==> src/rtl/snf_pkg.sv <==
// ----------------------------------------------------------------------------
// snf_pkg
// Shared types, constants and helpers for the SEI NAL unit framer.
// ----------------------------------------------------------------------------
package snf_pkg;

    localparam int MAX_PAYLOAD_BYTES = 1023;

    localparam int BYTE_W  = 8;
    localparam int LEN_W   = 10;
    localparam int FF_W    = 3;
    localparam int ZRUN_W  = 2;
    localparam int APB_AW  = 3;
    localparam int APB_DW  = 32;

    // Register indexes (paddr[2])
    localparam logic CFG_CODEC  = 1'b0;
    localparam logic CFG_LENGTH = 1'b1;

    localparam logic [LEN_W-1:0] LENGTH_RESET = 10'd32;

    localparam logic [BYTE_W-1:0] BYTE_ZERO   = 8'h00;
    localparam logic [BYTE_W-1:0] BYTE_ONE    = 8'h01;
    localparam logic [BYTE_W-1:0] BYTE_H264   = 8'h06;
    localparam logic [BYTE_W-1:0] BYTE_H265   = 8'h4E;
    localparam logic [BYTE_W-1:0] BYTE_TYPE   = 8'h05;
    localparam logic [BYTE_W-1:0] BYTE_FF     = 8'hFF;
    localparam logic [BYTE_W-1:0] BYTE_ESCAPE = 8'h03;
    localparam logic [BYTE_W-1:0] BYTE_TRAIL  = 8'h80;

    // Work planned for one payload beat
    typedef struct packed {
        logic [BYTE_W-1:0] data;
        logic              hdr;
        logic              codec;
        logic [FF_W-1:0]   ff_count;
        logic [BYTE_W-1:0] rest;
        logic              esc;
        logic              trail;
    } snf_plan_t;

    // Length after the zero and upper limits
    function automatic logic [LEN_W-1:0] eff_len(input logic [LEN_W-1:0] v);
        logic [LEN_W-1:0] r;
        r = v;
        if (v == '0)
            r = LEN_W'(1);
        if (int'(v) > MAX_PAYLOAD_BYTES)
            r = LEN_W'(MAX_PAYLOAD_BYTES);
        return r;
    endfunction

    // Number of FF bytes in the size field
    function automatic logic [FF_W-1:0] ff_of(input logic [LEN_W-1:0] len);
        logic [FF_W-1:0] r;
        r = '0;
        if (len >= LEN_W'(255))  r = FF_W'(1);
        if (len >= LEN_W'(510))  r = FF_W'(2);
        if (len >= LEN_W'(765))  r = FF_W'(3);
        if (len >= LEN_W'(1020)) r = FF_W'(4);
        return r;
    endfunction

endpackage

==> src/rtl/sei_nal_unit_framer.sv <==
// ----------------------------------------------------------------------------
// sei_nal_unit_framer
// Frames raw SEI payload bytes into Annex B SEI NAL units with emulation
// prevention.
// ----------------------------------------------------------------------------
// Usage:
//   s_* carries one raw payload byte per beat; m_* carries the framed unit
//   one byte per beat, m_tlast marking the trailing 80 byte of each unit.
//   The first payload beat of a unit expands to the start code, NAL header
//   (one byte for H.264, two for H.265), payload type and size field ahead of
//   the byte itself; an escape byte may precede any payload byte, and the
//   last payload beat of a unit is followed by the trailing byte.
//   Accepted beats pass the pending, current-plan and output registers in turn.
//   Throughput: one output beat per cycle while m_tready allows; a payload
//   beat expands to 1 to 13 bytes, so plain payload bytes flow at one per
//   cycle. The byte sequencer in the emitter sets this figure.
//   Reset clears the unit position, zero run and all pending beats; the
//   registers return to H.264 and a length of 32.
//   When m_tready is low the output beat holds, the beat being expanded holds
//   in the emitter, one further beat waits in the planner and s_tready drops.
//   Registers (APB): 0x0 codec_select, 0x4 payload_length.
// ----------------------------------------------------------------------------
module sei_nal_unit_framer import snf_pkg::*; (
    input  logic              aclk,
    input  logic              aresetn,
    input  logic              s_tvalid,
    output logic              s_tready,
    input  logic [BYTE_W-1:0] s_tdata,     // [7:0] payload_byte
    output logic              m_tvalid,
    input  logic              m_tready,
    output logic [BYTE_W-1:0] m_tdata,     // [7:0] out_byte
    output logic              m_tlast,     // unit_end
    input  logic              psel,
    input  logic              penable,
    input  logic              pwrite,
    input  logic [APB_AW-1:0] paddr,
    input  logic [APB_DW-1:0] pwdata,
    output logic [APB_DW-1:0] prdata,
    output logic              pready
);

    logic             codec_reg;
    logic [LEN_W-1:0] length_reg;
    logic             wr_en;
    logic             pend_valid;
    logic             pend_take;
    snf_plan_t        pend_plan;

    assign pready = 1'b1;
    assign wr_en  = psel && penable && pwrite && pready;

    always_ff @(posedge aclk) begin
        if (!aresetn) begin
            codec_reg  <= 1'b0;
            length_reg <= LENGTH_RESET;
        end else if (wr_en) begin
            case (paddr[2])
                CFG_CODEC:  codec_reg  <= pwdata[0];
                CFG_LENGTH: length_reg <= pwdata[LEN_W-1:0];
                default:    codec_reg  <= codec_reg;
            endcase
        end
    end

    always_comb begin
        case (paddr[2])
            CFG_CODEC:  prdata = {{(APB_DW-1){1'b0}}, codec_reg};
            CFG_LENGTH: prdata = {{(APB_DW-LEN_W){1'b0}}, length_reg};
            default:    prdata = '0;
        endcase
    end

    snf_planner u_planner (
        .aclk       (aclk),
        .aresetn    (aresetn),
        .s_tvalid   (s_tvalid),
        .s_tready   (s_tready),
        .s_tdata    (s_tdata),
        .codec      (codec_reg),
        .length     (length_reg),
        .pend_take  (pend_take),
        .pend_valid (pend_valid),
        .pend_plan  (pend_plan)
    );

    snf_emitter u_emitter (
        .aclk       (aclk),
        .aresetn    (aresetn),
        .pend_valid (pend_valid),
        .pend_plan  (pend_plan),
        .pend_take  (pend_take),
        .m_tvalid   (m_tvalid),
        .m_tready   (m_tready),
        .m_tdata    (m_tdata),
        .m_tlast    (m_tlast)
    );

endmodule

==> src/rtl/snf_planner.sv <==
// ----------------------------------------------------------------------------
// snf_planner
// Takes payload beats, tracks unit position and zero run, and holds the plan
// of output bytes for one beat until the emitter takes it.
// ----------------------------------------------------------------------------
module snf_planner import snf_pkg::*; (
    input  logic              aclk,
    input  logic              aresetn,
    input  logic              s_tvalid,
    output logic              s_tready,
    input  logic [BYTE_W-1:0] s_tdata,     // [7:0] payload_byte
    input  logic              codec,
    input  logic [LEN_W-1:0]  length,
    input  logic              pend_take,
    output logic              pend_valid,
    output snf_plan_t         pend_plan
);

    logic              pend_valid_reg;
    snf_plan_t         pend_plan_reg;
    snf_plan_t         plan_next;
    logic [LEN_W-1:0]  bytes_taken_reg, bytes_taken_next;
    logic [ZRUN_W-1:0] zero_run_reg, zero_run_next;
    logic              accept;

    assign s_tready   = !pend_valid_reg || pend_take;
    assign accept     = s_tvalid && s_tready;
    assign pend_valid = pend_valid_reg;
    assign pend_plan  = pend_plan_reg;

    always_comb begin
        logic [LEN_W-1:0]  len;
        logic [FF_W-1:0]   ffc;
        logic [BYTE_W-1:0] rest;
        logic [ZRUN_W-1:0] zr;
        logic [LEN_W-1:0]  bt;
        logic              hdr;
        logic              esc;
        logic              trail;

        len  = eff_len(length);
        ffc  = ff_of(len);
        rest = BYTE_W'(len - LEN_W'(255 * int'(ffc)));
        hdr  = (bytes_taken_reg == '0);

        // a zero remainder byte counts toward the next escape
        zr = hdr ? ((rest == '0) ? ZRUN_W'(1) : '0) : zero_run_reg;
        esc = (zr >= ZRUN_W'(2)) && (s_tdata <= BYTE_ESCAPE);
        if (esc)
            zr = '0;
        if (s_tdata == BYTE_ZERO) begin
            if (zr < ZRUN_W'(2))
                zr = zr + ZRUN_W'(1);
        end else begin
            zr = '0;
        end

        bt    = bytes_taken_reg + LEN_W'(1);
        trail = (bt >= len) || (bt == '0);
        if (trail) begin
            bt = '0;
            zr = '0;
        end

        plan_next.data     = s_tdata;
        plan_next.hdr      = hdr;
        plan_next.codec    = codec;
        plan_next.ff_count = ffc;
        plan_next.rest     = rest;
        plan_next.esc      = esc;
        plan_next.trail    = trail;
        bytes_taken_next   = bt;
        zero_run_next      = zr;
    end

    always_ff @(posedge aclk) begin
        if (!aresetn) begin
            pend_valid_reg  <= 1'b0;
            bytes_taken_reg <= '0;
            zero_run_reg    <= '0;
        end else begin
            if (accept) begin
                pend_valid_reg  <= 1'b1;
                bytes_taken_reg <= bytes_taken_next;
                zero_run_reg    <= zero_run_next;
            end else if (pend_take) begin
                pend_valid_reg  <= 1'b0;
            end
        end
    end

    always_ff @(posedge aclk) begin
        if (accept)
            pend_plan_reg <= plan_next;
    end

endmodule

==> src/rtl/snf_emitter.sv <==
// ----------------------------------------------------------------------------
// snf_emitter
// Walks the plan of each payload beat and drives one output byte per cycle
// through the result register whenever that register is free.
// ----------------------------------------------------------------------------
module snf_emitter import snf_pkg::*; (
    input  logic              aclk,
    input  logic              aresetn,
    input  logic              pend_valid,
    input  snf_plan_t         pend_plan,
    output logic              pend_take,
    output logic              m_tvalid,
    input  logic              m_tready,
    output logic [BYTE_W-1:0] m_tdata,     // [7:0] out_byte
    output logic              m_tlast      // unit_end
);

    localparam logic [3:0] SL_SC0   = 4'd0;
    localparam logic [3:0] SL_SC1   = 4'd1;
    localparam logic [3:0] SL_SC2   = 4'd2;
    localparam logic [3:0] SL_SC3   = 4'd3;
    localparam logic [3:0] SL_HDR0  = 4'd4;
    localparam logic [3:0] SL_HDR1  = 4'd5;
    localparam logic [3:0] SL_TYPE  = 4'd6;
    localparam logic [3:0] SL_FF    = 4'd7;
    localparam logic [3:0] SL_REST  = 4'd8;
    localparam logic [3:0] SL_ESC   = 4'd9;
    localparam logic [3:0] SL_DATA  = 4'd10;
    localparam logic [3:0] SL_TRAIL = 4'd11;
    localparam logic [3:0] SL_DONE  = 4'd12;

    logic              cur_valid_reg;
    snf_plan_t         cur_plan_reg;
    logic [3:0]        slot_reg, slot_next;
    logic [FF_W-1:0]   ff_left_reg, ff_left_next;
    logic              m_tvalid_reg;
    logic [BYTE_W-1:0] m_tdata_reg;
    logic              m_tlast_reg;

    logic              out_free;
    logic              emit;
    logic              last;
    logic [BYTE_W-1:0] slot_byte;
    logic [3:0]        first_slot;

    assign out_free  = !m_tvalid_reg || m_tready;
    assign emit      = out_free && cur_valid_reg;
    assign last      = (slot_next == SL_DONE);
    assign pend_take = pend_valid && (!cur_valid_reg || (emit && last));

    assign first_slot = pend_plan.hdr ? SL_SC0 : (pend_plan.esc ? SL_ESC : SL_DATA);

    always_comb begin
        slot_byte    = BYTE_ZERO;
        slot_next    = SL_DONE;
        ff_left_next = ff_left_reg;
        case (slot_reg)
            SL_SC0: slot_next = SL_SC1;
            SL_SC1: slot_next = SL_SC2;
            SL_SC2: slot_next = SL_SC3;
            SL_SC3: begin
                slot_byte = BYTE_ONE;
                slot_next = SL_HDR0;
            end
            SL_HDR0: begin
                slot_byte = cur_plan_reg.codec ? BYTE_H265 : BYTE_H264;
                slot_next = cur_plan_reg.codec ? SL_HDR1 : SL_TYPE;
            end
            SL_HDR1: begin
                slot_byte = BYTE_ONE;
                slot_next = SL_TYPE;
            end
            SL_TYPE: begin
                slot_byte = BYTE_TYPE;
                slot_next = (ff_left_reg != '0) ? SL_FF : SL_REST;
            end
            SL_FF: begin
                slot_byte    = BYTE_FF;
                ff_left_next = ff_left_reg - FF_W'(1);
                slot_next    = (ff_left_reg == FF_W'(1)) ? SL_REST : SL_FF;
            end
            SL_REST: begin
                slot_byte = cur_plan_reg.rest;
                slot_next = cur_plan_reg.esc ? SL_ESC : SL_DATA;
            end
            SL_ESC: begin
                slot_byte = BYTE_ESCAPE;
                slot_next = SL_DATA;
            end
            SL_DATA: begin
                slot_byte = cur_plan_reg.data;
                slot_next = cur_plan_reg.trail ? SL_TRAIL : SL_DONE;
            end
            SL_TRAIL: begin
                slot_byte = BYTE_TRAIL;
                slot_next = SL_DONE;
            end
            default: slot_next = SL_DONE;
        endcase
    end

    always_ff @(posedge aclk) begin
        if (!aresetn) begin
            cur_valid_reg <= 1'b0;
            slot_reg      <= SL_DONE;
            ff_left_reg   <= '0;
            m_tvalid_reg  <= 1'b0;
        end else begin
            if (pend_take) begin
                cur_valid_reg <= 1'b1;
                slot_reg      <= first_slot;
                ff_left_reg   <= pend_plan.ff_count;
            end else if (emit) begin
                cur_valid_reg <= !last;
                slot_reg      <= slot_next;
                ff_left_reg   <= ff_left_next;
            end
            if (emit)
                m_tvalid_reg <= 1'b1;
            else if (m_tready)
                m_tvalid_reg <= 1'b0;
        end
    end

    always_ff @(posedge aclk) begin
        if (pend_take)
            cur_plan_reg <= pend_plan;
        if (emit) begin
            m_tdata_reg <= slot_byte;
            m_tlast_reg <= (slot_reg == SL_TRAIL);
        end
    end

    assign m_tvalid = m_tvalid_reg;
    assign m_tdata  = m_tdata_reg;
    assign m_tlast  = m_tlast_reg;

    // the closing beat always carries the trailing byte
    a_last_is_trail: assert property (@(posedge aclk) disable iff (!aresetn)
        m_tvalid_reg && m_tlast_reg |-> m_tdata_reg == BYTE_TRAIL)
        else $error("closing beat without trailing byte");

    // a run of FF bytes never starts with nothing left to send
    a_ff_count: assert property (@(posedge aclk) disable iff (!aresetn)
        cur_valid_reg && slot_reg == SL_FF |-> ff_left_reg != '0)
        else $error("FF slot with empty count");

    // the start code is always followed by the NAL header
    a_sc_then_hdr: assert property (@(posedge aclk) disable iff (!aresetn)
        emit && slot_reg == SL_SC3 |=> cur_valid_reg && slot_reg == SL_HDR0)
        else $error("start code not followed by header");

    // a new plan is only taken once the current one has finished
    a_take_free: assert property (@(posedge aclk) disable iff (!aresetn)
        pend_take && cur_valid_reg |-> emit && slot_next == SL_DONE)
        else $error("plan overwritten before done");

endmodule
==> config.mk <==
export PLATFORM = sky130hd
export DESIGN_NAME = sei_nal_unit_framer
export DESIGN_NICKNAME = d
export VERILOG_FILES = /design/src/rtl/snf_pkg.sv /design/src/rtl/sei_nal_unit_framer.sv /design/src/rtl/snf_planner.sv /design/src/rtl/snf_emitter.sv
export SDC_FILE = /design/constraint.sdc
export NUM_CORES = 1
export LEC_CHECK = 0
export BUFFER_PORTS_ARGS = -buffer_cell sky130_fd_sc_hd__buf_2
export CORE_MARGIN = 2
export CORE_UTILIZATION = 45
export DETAILED_ROUTE_END_ITERATION = 6
export PLACE_DENSITY = 0.67
export SYNTH_ARGS = -nofsm -noshare
export SYNTH_HDL_FRONTEND = slang
export SYNTH_HIERARCHICAL = 1
export SYNTH_SLANG_ARGS = --single-unit
export TNS_END_PERCENT = 50
==> constraint.sdc <==
create_clock -name aclk -period 11.75 [get_ports aclk]
set_input_delay 1.7625 -clock aclk [delete_from_list [all_inputs] [get_ports aclk]]
set_output_delay 1.7625 -clock aclk [all_outputs]
set_load 0.02 [all_outputs]
==> results of run 1 <==
==> synth_stat cells, drive strengths merged, types with 2 or more instances <==
library cell | n | area [um2]
nor4 | 2 | 12.5
fa | 5 | 100
conb | 2 | 7.51
a21o | 5 | 37.5
o311ai | 2 | 17.5
a31oi | 2 | 12.5
a211oi | 3 | 22.5
a211o | 2 | 17.5
nor2b | 4 | 25.0
o21ai | 19 | 98.9
xor2 | 6 | 52.6
o31a | 2 | 17.5
buf | 31 | 233
nand3 | 13 | 65.1
nand2 | 55 | 206
nand4 | 3 | 18.8
mux2i | 19 | 190
o22ai | 8 | 50.1
xnor2 | 14 | 145
o41ai | 2 | 25.0
dfxtp | 33 | 661
o21bai | 3 | 22.5
a2111o | 2 | 22.5
or3 | 5 | 31.3
nand3b | 5 | 37.5
inv | 45 | 169
ha | 27 | 338
clkbuf | 9 | 33.8
or4 | 5 | 37.5
and2 | 14 | 87.6
nor3 | 4 | 30.0
nor2 | 30 | 113
or2 | 3 | 18.8
a21boi | 6 | 45.0
a21oi | 20 | 108
edfxtp | 51 | 1530
o31ai | 4 | 35.0
nand2b | 7 | 43.8
==> report_power, final <==
group          switching, mW  leakage, nW  internal [mW]
clock                  0.112        0.107          0.102
combinational         0.0613         1.30         0.0401
sequential            0.0150        0.761          0.337
total                  0.188         2.17          0.479
==> layer usage <==
layer,up-vias,share of wire,global-route usage
li1,1717,-,-
met1,1517,0.46,0.200
met2,75,0.49,0.275
met3,4,0.038,0.0381
met4,0,0.0068,0.0357
met5,-,0,0
==> per-stage QoR <==
step                setup slack, ns  hold slack, ns   util  power [mW]
floorplan                      6.91           0.400      -       0.441
global placement               6.58           0.404  0.488       0.458
detailed placement             6.54           0.405  0.488       0.461
CTS                            6.53           0.419  0.508       0.677
global route                   6.19           0.424  0.508       0.706
finish                         6.57           0.419  0.508       0.667
==> layout by cell type, fill, tap and decap left out, drive strengths merged, types with 6 or more instances in the layout <==
master / netlist / final
ha: 27 / 27
xor2: 6 / 6
conb: 2 / 23
and2: 14 / 14
o22ai: 8 / 8
inv: 45 / 49
dfxtp: 33 / 33
nand2b: 7 / 7
o21ai: 19 / 19
nand2: 55 / 55
a21boi: 6 / 6
buf: 31 / 46
nand3: 13 / 13
nor2: 30 / 30
edfxtp: 51 / 51
mux2i: 19 / 19
a21oi: 20 / 20
xnor2: 14 / 14
clkbuf: 9 / 9
==> worst max-delay path, stage by stage <==
cell and delay, ns:
sky130_fd_sc_hd__buf_2 0.07, sky130_fd_sc_hd__nand2b_1 0.16, sky130_fd_sc_hd__nor2_1 0.08, sky130_fd_sc_hd__a2111o_1 0.55, sky130_fd_sc_hd__inv_2 0.39, sky130_fd_sc_hd__nand2b_1 0.22
sky130_fd_sc_hd__buf_2 0.18
==> final cells by class <==
class	instances	area (um2)
inverter	45	169
sequential	84	2190
fill	946	5110
tap	136	170
clock buffer	9	124
multi-input combinational	337	2300
timing repair buffer	46	230
clock inverter	7	81.3
==> cell families after synthesis <==
kind of cell,count (synthesis),synth area share
AOI/OAI and AO/OA,85,0.120
xor gates and xnor gates,20,0.0408
adders and majority gates,32,0.0904
buffers and inverters,85,0.0899
DFF,84,0.452
muxes,20,0.0416
other,2,0.00155
and+or+nand+nor,157,0.163
==> final timing paths <==
path	slack, ns	end
setup reg to reg	6.68	u_planner/zero_run_reg[0]
hold / removal	0.42	u_emitter/cur_plan_reg[7]
setup / recovery	6.57	s_tready
hold reg to reg	0.42	u_emitter/cur_plan_reg[7]
==> impl_metrics.yaml, run 1 <==
final_layout:
  drive_gt1_frac: 0.152
  final_cell_count_no_fill: 664
  stdcell_area_um2: 5260
  area_growth_syn_to_layout_pct: 8.62
  design.final.nets: 605
  antenna_cells: 0
  largest_register_ffs: 23
critical_path:
  regToRegStartpoint: "length_reg[6]"
  critical_path.startpoint: "m_tready"
  crit_arrival_ns: 3.42
  worstRegToRegCells: 17
  critPathLaunchType: "input pin"
  timing.critical_path.to_type: "primary output"
  critPathMaxFanout: 21
  required_ns: 9.99
  worst-setup-path-type: "input pin to primary output"
clock_tree:
  postCtsResizedCells: 0
  cts.clk_slew.worst_paths_ns: 0.09
  cts_tree: "built"
  cts_buffers: 9
  h_tree_depth: 3
  cts_sinks: 84
  insertion_delay_ns: 0.35
  ctsHoldBuffers: 0
  cts_root_buf: "sky130_fd_sc_hd__clkbuf_8"
  post_cts_setup_bufs: 0
  max-clock-path-buffers: 2
floorplanning:
  chipWidth_um: 108
  start_util: 0.467
  fp.coreArea_um2: 10400
  die_h_um: 108
  num_rows: 37
  design.die.area_um2: 11600
  floorplan.io_pins: 94
global_route:
  grt_start_max_net_pins: 47
  vias_in_the_first_global_route: 3155
  grt_usage: 0.159
  grt_pass1_wl_um: 14500
  overflow_left_after_global_routing: 0
  grt_antenna_before_repair: 0
timing:
  max_slew.worst_pin.slew_ns: 1.07
  post-route-period-util: 0.441
  drv_slew: 0
  setup_tns_ns: 0
  unrepaired_setup_endpoints_after_global_routing: "false"
  maxSlewHeadroom: 0.287
  hold_viol_final: 0
  final_period_minus_worst_setup_slack_ns: 5.18
  peak_freq_mhz: 193
  worst_setup_skew_after_layout_ns: 0.0113
  final-setup-viol-count: 0
hold_path:
  hold-path-cell-count: 0
  min-delay-path-class: "flop to flop"
  timing.hold.worst.start: "u_planner/pend_plan[7]"
flow_run:
  cap_violations: 0
route:
  detailedRoute.firstIterationViolations: 98
  finalWirelength_um: 8650
  dr.pass1.iters: 4
  dr_total_vias: 3313
  drt-vias-per-instance: 4.99
  ant_nets: 0
  detail_route.drc_violations: 0
  wl_per_instance_um: 13.0
place:
  place_inst: 648
  detailed_place.area_um2: 5060
  numPortBuffers: 46
  place_congestion: 0.807
  dp_hpwl_um: 6390
status:
  run_status: "finished, final reports clean"
synthesis:
  synth_area_um2: 4850
  synth_cell_types: 65
  ys.flop_type: "sky130_fd_sc_hd__edfxtp_1"
  synth-warning-count: 6
  ys_async_sr_fraction: 0
  synth.ff_latch_count: 84
  postSynthCellCount: 485
  synth_edf_count: 51
  synth.yosys.seq_area_share: 0.452
  avgSynthCellArea_um2: 9.99
power_and_ir_drop:
  static-leakage-power_nw: 2.17
  vdd_ir_drop_max_v: 0.0000891
  powerDensity_nw_per_um2: 127
No activity file was read; power rests on OpenSTA's default activity.
==> inputs of run 2 (changes only) <==
Clock period 11.75 ns to 4.85 ns, I/O delays scaled along.
==> run 2 against run 1 <==
Cell count increased by 2.0%. Clock skew increased by 0.0074 ns. Total power increased by 140%. Via count increased by 4.5%. Global-route usage increased by 0.84 points. Combinational power increased to 2.6 times the previous value. Hold slack got worse by 0.0070 ns. Design area increased by 2.2%. Wire length increased by 7.9%. Worst setup slack got worse by 6.3 ns. Utilization increased by 1.1 points. Largest cell class unchanged. Highest routed layer unchanged.
==> impl_metrics.yaml, run 2 (synthesized netlist as in run 1, its figures left out) <==
status:
  run_status: "finished, final reports clean"
power_and_ir_drop:
  static-leakage-power_nw: 2.24
  vdd_ir_drop_max_v: 0.000131
  powerDensity_nw_per_um2: 299
timing:
  peak_freq_mhz: 218
  worst_setup_skew_after_layout_ns: 0.0187
  unrepaired_setup_endpoints_after_global_routing: "false"
  maxSlewHeadroom: 0.489
  hold-worst-slack_ns: 0.412
  hold_viol_final: 0
  post-route-period-util: 0.947
  max_slew.worst_pin.slew_ns: 0.766
  setup_tns_ns: 0
  final-setup-viol-count: 0
  final_period_minus_worst_setup_slack_ns: 4.59
  drv_slew: 0
  final.setup.worst_slack_ns: 0.257
floorplanning:
  chipWidth_um: 108
  design.die.area_um2: 11600
  floorplan.io_pins: 94
  start_util: 0.467
  die_h_um: 108
  num_rows: 37
  fp.coreArea_um2: 10400
critical_path:
  crit_arrival_ns: 4.89
  critPathLaunchType: "flop"
  required_ns: 5.14
  critPathMaxStageDelay_ns: 0.46
  worst-setup-path-type: "flop to flop"
  reg2reg_to: "u_planner/zero_run_reg[0]"
  r2r_slack_ns: 0.26
  critPathMaxFanout: 5
  crit_slowest_cell: "sky130_fd_sc_hd__or4_1"
  worstRegToRegCells: 18
  timing.critical_path.to_type: "flop"
  regToRegStartpoint: "length_reg[4]"
  critical_path_cell_sequence: "nand4_1 -> a2111o_1 -> nand2_1 -> inv_1 -> ha_1 -> or2_2 -> inv_1 -> fa_1 -> inv_1 -> ha_1 -> a21oi_2 -> xnor2_1 -> or4_1 -> or4_1 -> o32a_1 -> ha_1 -> o31ai_1 -> and2_1"
place:
  place_congestion: 0.818
  dp_slack_ns: 0.102
  numPortBuffers: 46
  dp_hpwl_um: 6830
route:
  detail_route.drc_violations: 0
  finalWirelength_um: 9340
  detailedRoute.firstIterationViolations: 104
  dr.pass1.iters: 4
  drt-vias-per-instance: 5.12
  wl_per_instance_um: 13.8
  ant_nets: 0
  dr_total_vias: 3463
final_layout:
  drive_gt1_frac: 0.187
  most-common-layout-cells: "55 x sky130_fd_sc_hd__nand2_1, 51 x sky130_fd_sc_hd__edfxtp_1, 46 x sky130_fd_sc_hd__buf_2"
  largest_register_ffs: 23
  nFillCells: 946
  antenna_cells: 0
  area_growth_syn_to_layout_pct: 11.0
  fin_util: 0.519
  design.final.nets: 618
  final_common_cell: "sky130_fd_sc_hd__nand2_1"
  multi_input_logic_area_um2: 2310
  sequential_cell_area_um2: 2200
global_route:
  overflow_left_after_global_routing: 0
  grt_start_max_net_pins: 47
  vias_in_the_first_global_route: 3405
  grt_usage: 0.167
  grt_pass1_wl_um: 15500
  grt_antenna_before_repair: 0
clock_tree:
  insertion_delay_ns: 0.36
  h_tree_depth: 3
  cts_sinks: 84
  max-clock-path-buffers: 2
  cts_buffers: 9
  cts_tree: "built"
  cts.clk_slew.worst_paths_ns: 0.10
  ctsHoldBuffers: 0
  cts_root_buf: "sky130_fd_sc_hd__clkbuf_8"
hold_path:
  min-delay-path-class: "flop to flop"
  timing.hold.worst.start: "u_planner/pend_plan[8]"
  hold-path-cell-count: 0
  endpoint_of_the_worst_hold_timing_path: "u_emitter/cur_plan_reg[8]"
flow_run:
  cap_violations: 0
==> run 2: repair_timing <==
action / CTS / global route
endpoints found under the setup margin: 0 / 2
resized for setup: 0 / 10
setup buffers: 0 / 1
==> run 2: per-stage QoR <==
stage	instances	total power, mW	cell area (um2)
finish	677	1.61	5380
global route	677	1.69	5380
CTS	676	1.62	5350
detailed placement	660	1.13	5150
global placement	660	1.12	5150
floorplan	506	1.07	4920
==> run 2: critical path, delay by kind of cell, from the launching register on <==
kind,cells,cell delay [ns]
AO/OA/AOI/OAI,4,1.10
XOR/XNOR,1,0.09
adder cells (fa/ha/maj),4,1.14
buffers and inverters,3,0.22
flip-flops,1,0.38
AND/OR/NAND/NOR,6,1.58
==> run 2: per-layer routing <==
layer  GRT usage  vias up  wire, um  share of wire
li1            -     1749         -              -
met1       0.204     1628      4100           0.44
met2       0.299       78      4830           0.52
met3      0.0345        8       320          0.034
met4      0.0430        0        80         0.0086
met5           0        -         0              0
==> run 2: area by class of cell <==
class	instances	area share
Sequential cell	84	0.410
Timing Repair Buffer	59	0.0610
Clock inverter	7	0.0142
Multi-Input combinational cell	337	0.429
Inverter	45	0.0314
Clock buffer	9	0.0230
Tap cell	136	0.0316
==> run 2: report_power, final <==
part           internal [mW]  leakage, nW  switching (mW)  total (mW)
clock network          0.205        0.103           0.294       0.499
registers              0.816        0.765          0.0299       0.846
logic                  0.103         1.37           0.162       0.266
total                   1.12         2.24           0.486        1.61
==> run 2: worst max path at each step <==
stage | start | end | slack [ns] | depth (start not counted)
4_1_cts | length_reg[0] | u_planner/zero_run_reg[0] | 0.06 | 18
3_3_place_gp | length_reg[0] | u_planner/zero_run_reg[0] | 0.18 | 18
5_1_grt | length_reg[4] | u_planner/zero_run_reg[0] | 0.003 | 18
6_report | length_reg[4] | u_planner/zero_run_reg[0] | 0.26 | 18
3_5_place_dp | length_reg[0] | u_planner/zero_run_reg[0] | 0.10 | 18
2_1_floorplan | length_reg[1] | u_planner/zero_run_reg[0] | 0.28 | 18
==> inputs of run 3 (changes only) <==
Settings changed: BUFFER_PORTS_ARGS -buffer_cell sky130_fd_sc_hd__buf_2 to not set, CAP_MARGIN set to 15, DONT_BUFFER_PORTS set to 1, PLACE_DENSITY 0.67 to not set.
==> run 3 against run 2 <==
Clock-buffer cell count unchanged. Hold slack better by 0.0092 ns. Via count down 6.6%. Flip-flop and latch count unchanged. Critical path type unchanged. Critical endpoint unchanged. Largest cell class unchanged. Largest power group unchanged.
==> impl_metrics.yaml, run 3 (synthesized netlist as in run 1, its figures left out) <==
global_route:
  grtUsageMet2: 0.296
  grt_usage: 0.160
  vias_in_the_first_global_route: 3174
  use_met3: 0.0393
  grt_pass1_wl_um: 14700
  grt_start_max_net_pins: 47
  overflow_left_after_global_routing: 0
  grt_antenna_before_repair: 0
  globalRouteMet1Util: 0.187
  global_route.peak_usage_layer: "met2"
timing:
  final_period_minus_worst_setup_slack_ns: 4.50
  setup_tns_ns: 0
  final-setup-viol-count: 0
  hold_viol_final: 0
  worst_setup_skew_after_layout_ns: 0.0144
  hold-worst-slack_ns: 0.421
  max_slew.worst_pin.slew_ns: 0.661
  peak_freq_mhz: 222
  maxSlewHeadroom: 0.559
  unrepaired_setup_endpoints_after_global_routing: "false"
  drv_slew: 0
  post-route-period-util: 0.927
  final.setup.worst_slack_ns: 0.353
critical_path:
  crit_slowest_cell: "sky130_fd_sc_hd__or4_1"
  cp_common_cell: "sky130_fd_sc_hd__ha_1"
  worst-setup-path-type: "flop to flop"
  critPathLaunchType: "flop"
  crit_arrival_ns: 4.79
  required_ns: 5.14
  critical_path_cell_sequence: "nand4_1 -> a2111o_1 -> nand2_1 -> inv_1 -> ha_1 -> or2_4 -> inv_2 -> fa_1 -> inv_1 -> ha_1 -> a21oi_2 -> xnor2_1 -> or4_1 -> or4_1 -> o32a_1 -> ha_1 -> o31ai_1 -> and2_1"
  critPathMaxStageDelay_ns: 0.47
  timing.critical_path.to_type: "flop"
  critPathMaxFanout: 5
final_layout:
  stdcell_area_um2: 5180
  area_growth_syn_to_layout_pct: 6.87
  most-common-layout-cells: "55 x sky130_fd_sc_hd__nand2_1, 51 x sky130_fd_sc_hd__edfxtp_1, 43 x sky130_fd_sc_hd__inv_1"
  nFillCells: 997
  multi_input_logic_area_um2: 2310
  final_cell_count_no_fill: 633
  final_common_cell: "sky130_fd_sc_hd__nand2_1"
  largest_register_ffs: 23
  fin_util: 0.499
  antenna_cells: 0
  drive_gt1_frac: 0.115
  sequential_cell_area_um2: 2200
  design.final.nets: 574
floorplanning:
  start_util: 0.467
  floorplan.io_pins: 94
  chipWidth_um: 108
  fp.coreArea_um2: 10400
  die_h_um: 108
  design.die.area_um2: 11600
  num_rows: 37
clock_tree:
  ctsHoldBuffers: 0
  cts_tree: "built"
  max-clock-path-buffers: 2
  cts_buffers: 9
  cts_sinks: 84
  cts_root_buf: "sky130_fd_sc_hd__clkbuf_8"
  cts.clk_slew.worst_paths_ns: 0.10
  insertion_delay_ns: 0.36
  h_tree_depth: 3
route:
  detailedRoute.firstIterationViolations: 119
  dr.pass1.iters: 4
  ant_nets: 0
  drt-vias-per-instance: 5.11
  finalWirelength_um: 8840
  dr_total_vias: 3233
  detail_route.drc_violations: 0
  wl_per_instance_um: 14.0
place:
  dp_slack_ns: 0.177
  dp_hpwl_um: 6680
  place_inst: 615
  place_congestion: 0.809
  detailed_place.area_um2: 4930
  numPortBuffers: 0
power_and_ir_drop:
  powerDensity_nw_per_um2: 313
  static-leakage-power_nw: 2.05
  vdd_ir_drop_max_v: 0.000163
  total_power_mw: 1.62
status:
  run_status: "finished, final reports clean"
flow_run:
  cap_violations: 0
hold_path:
  min-delay-path-class: "flop to flop"
-- run 3: cell types whose count changed in the layout (fill, tap and decap cells not counted), moves of 2 or more --
cell,change
sky130_fd_sc_hd__inv_8,-2
sky130_fd_sc_hd__inv_6,+2
sky130_fd_sc_hd__buf_2,-46
sky130_fd_sc_hd__dfxtp_1,+2
sky130_fd_sc_hd__dfxtp_4,-2
sky130_fd_sc_hd__buf_4,+2
sky130_fd_sc_hd__clkinv_4,-2
-- run 3: final cells by class --
type | count | area share
Multi-Input combinational cell | 337 | 0.447
Clock inverter | 7 | 0.0176
Clock buffer | 9 | 0.0239
Inverter | 45 | 0.0326
Timing Repair Buffer | 15 | 0.0217
Sequential cell | 84 | 0.424
Tap cell | 136 | 0.0329
-- run 3: path summary, 6_finish.rpt --
| path | cells after the start | to | start | slack (ns) |
|---|---|---|---|---|
| worst max register to register | 18 | u_planner/zero_run_reg[0] | length_reg[4] | 0.35 |
| worst max-delay path | 18 | u_planner/zero_run_reg[0] | length_reg[4] | 0.35 |
| worst min-delay path | 0 | u_emitter/cur_plan_reg[4] | u_planner/pend_plan[4] | 0.42 |
| worst min register to register | 0 | u_emitter/cur_plan_reg[4] | u_planner/pend_plan[4] | 0.42 |
-- run 3: power by group --
part / switching (mW) / internal, mW
combinational: 0.142 / 0.0931
sequential: 0.0376 / 0.817
clock: 0.281 / 0.251
-- run 3: critical path: cells and delay by family, from the launching register on --
family,cells,cell delay [ns]
AOI/OAI and AO/OA,4,1.11
and+or+nand+nor,6,1.53
adders and majority gates,4,1.15
xor gates and xnor gates,1,0.09
buffers and inverters,3,0.19
DFF,1,0.37
-- run 3: what timing repair did --
| action | CTS | global route |
|---|---|---|
| resized for setup | 0 | 9 |
| setup endpoints to repair | 0 | 2 |
| setup buffers | 0 | 2 |
-- run 3: metal layers --
metal / part of all wire / up-vias
met5: 0 / -
met4: 0.0073 / 0
met3: 0.029 / 6
met2: 0.52 / 58
met1: 0.44 / 1515
li1: - / 1654
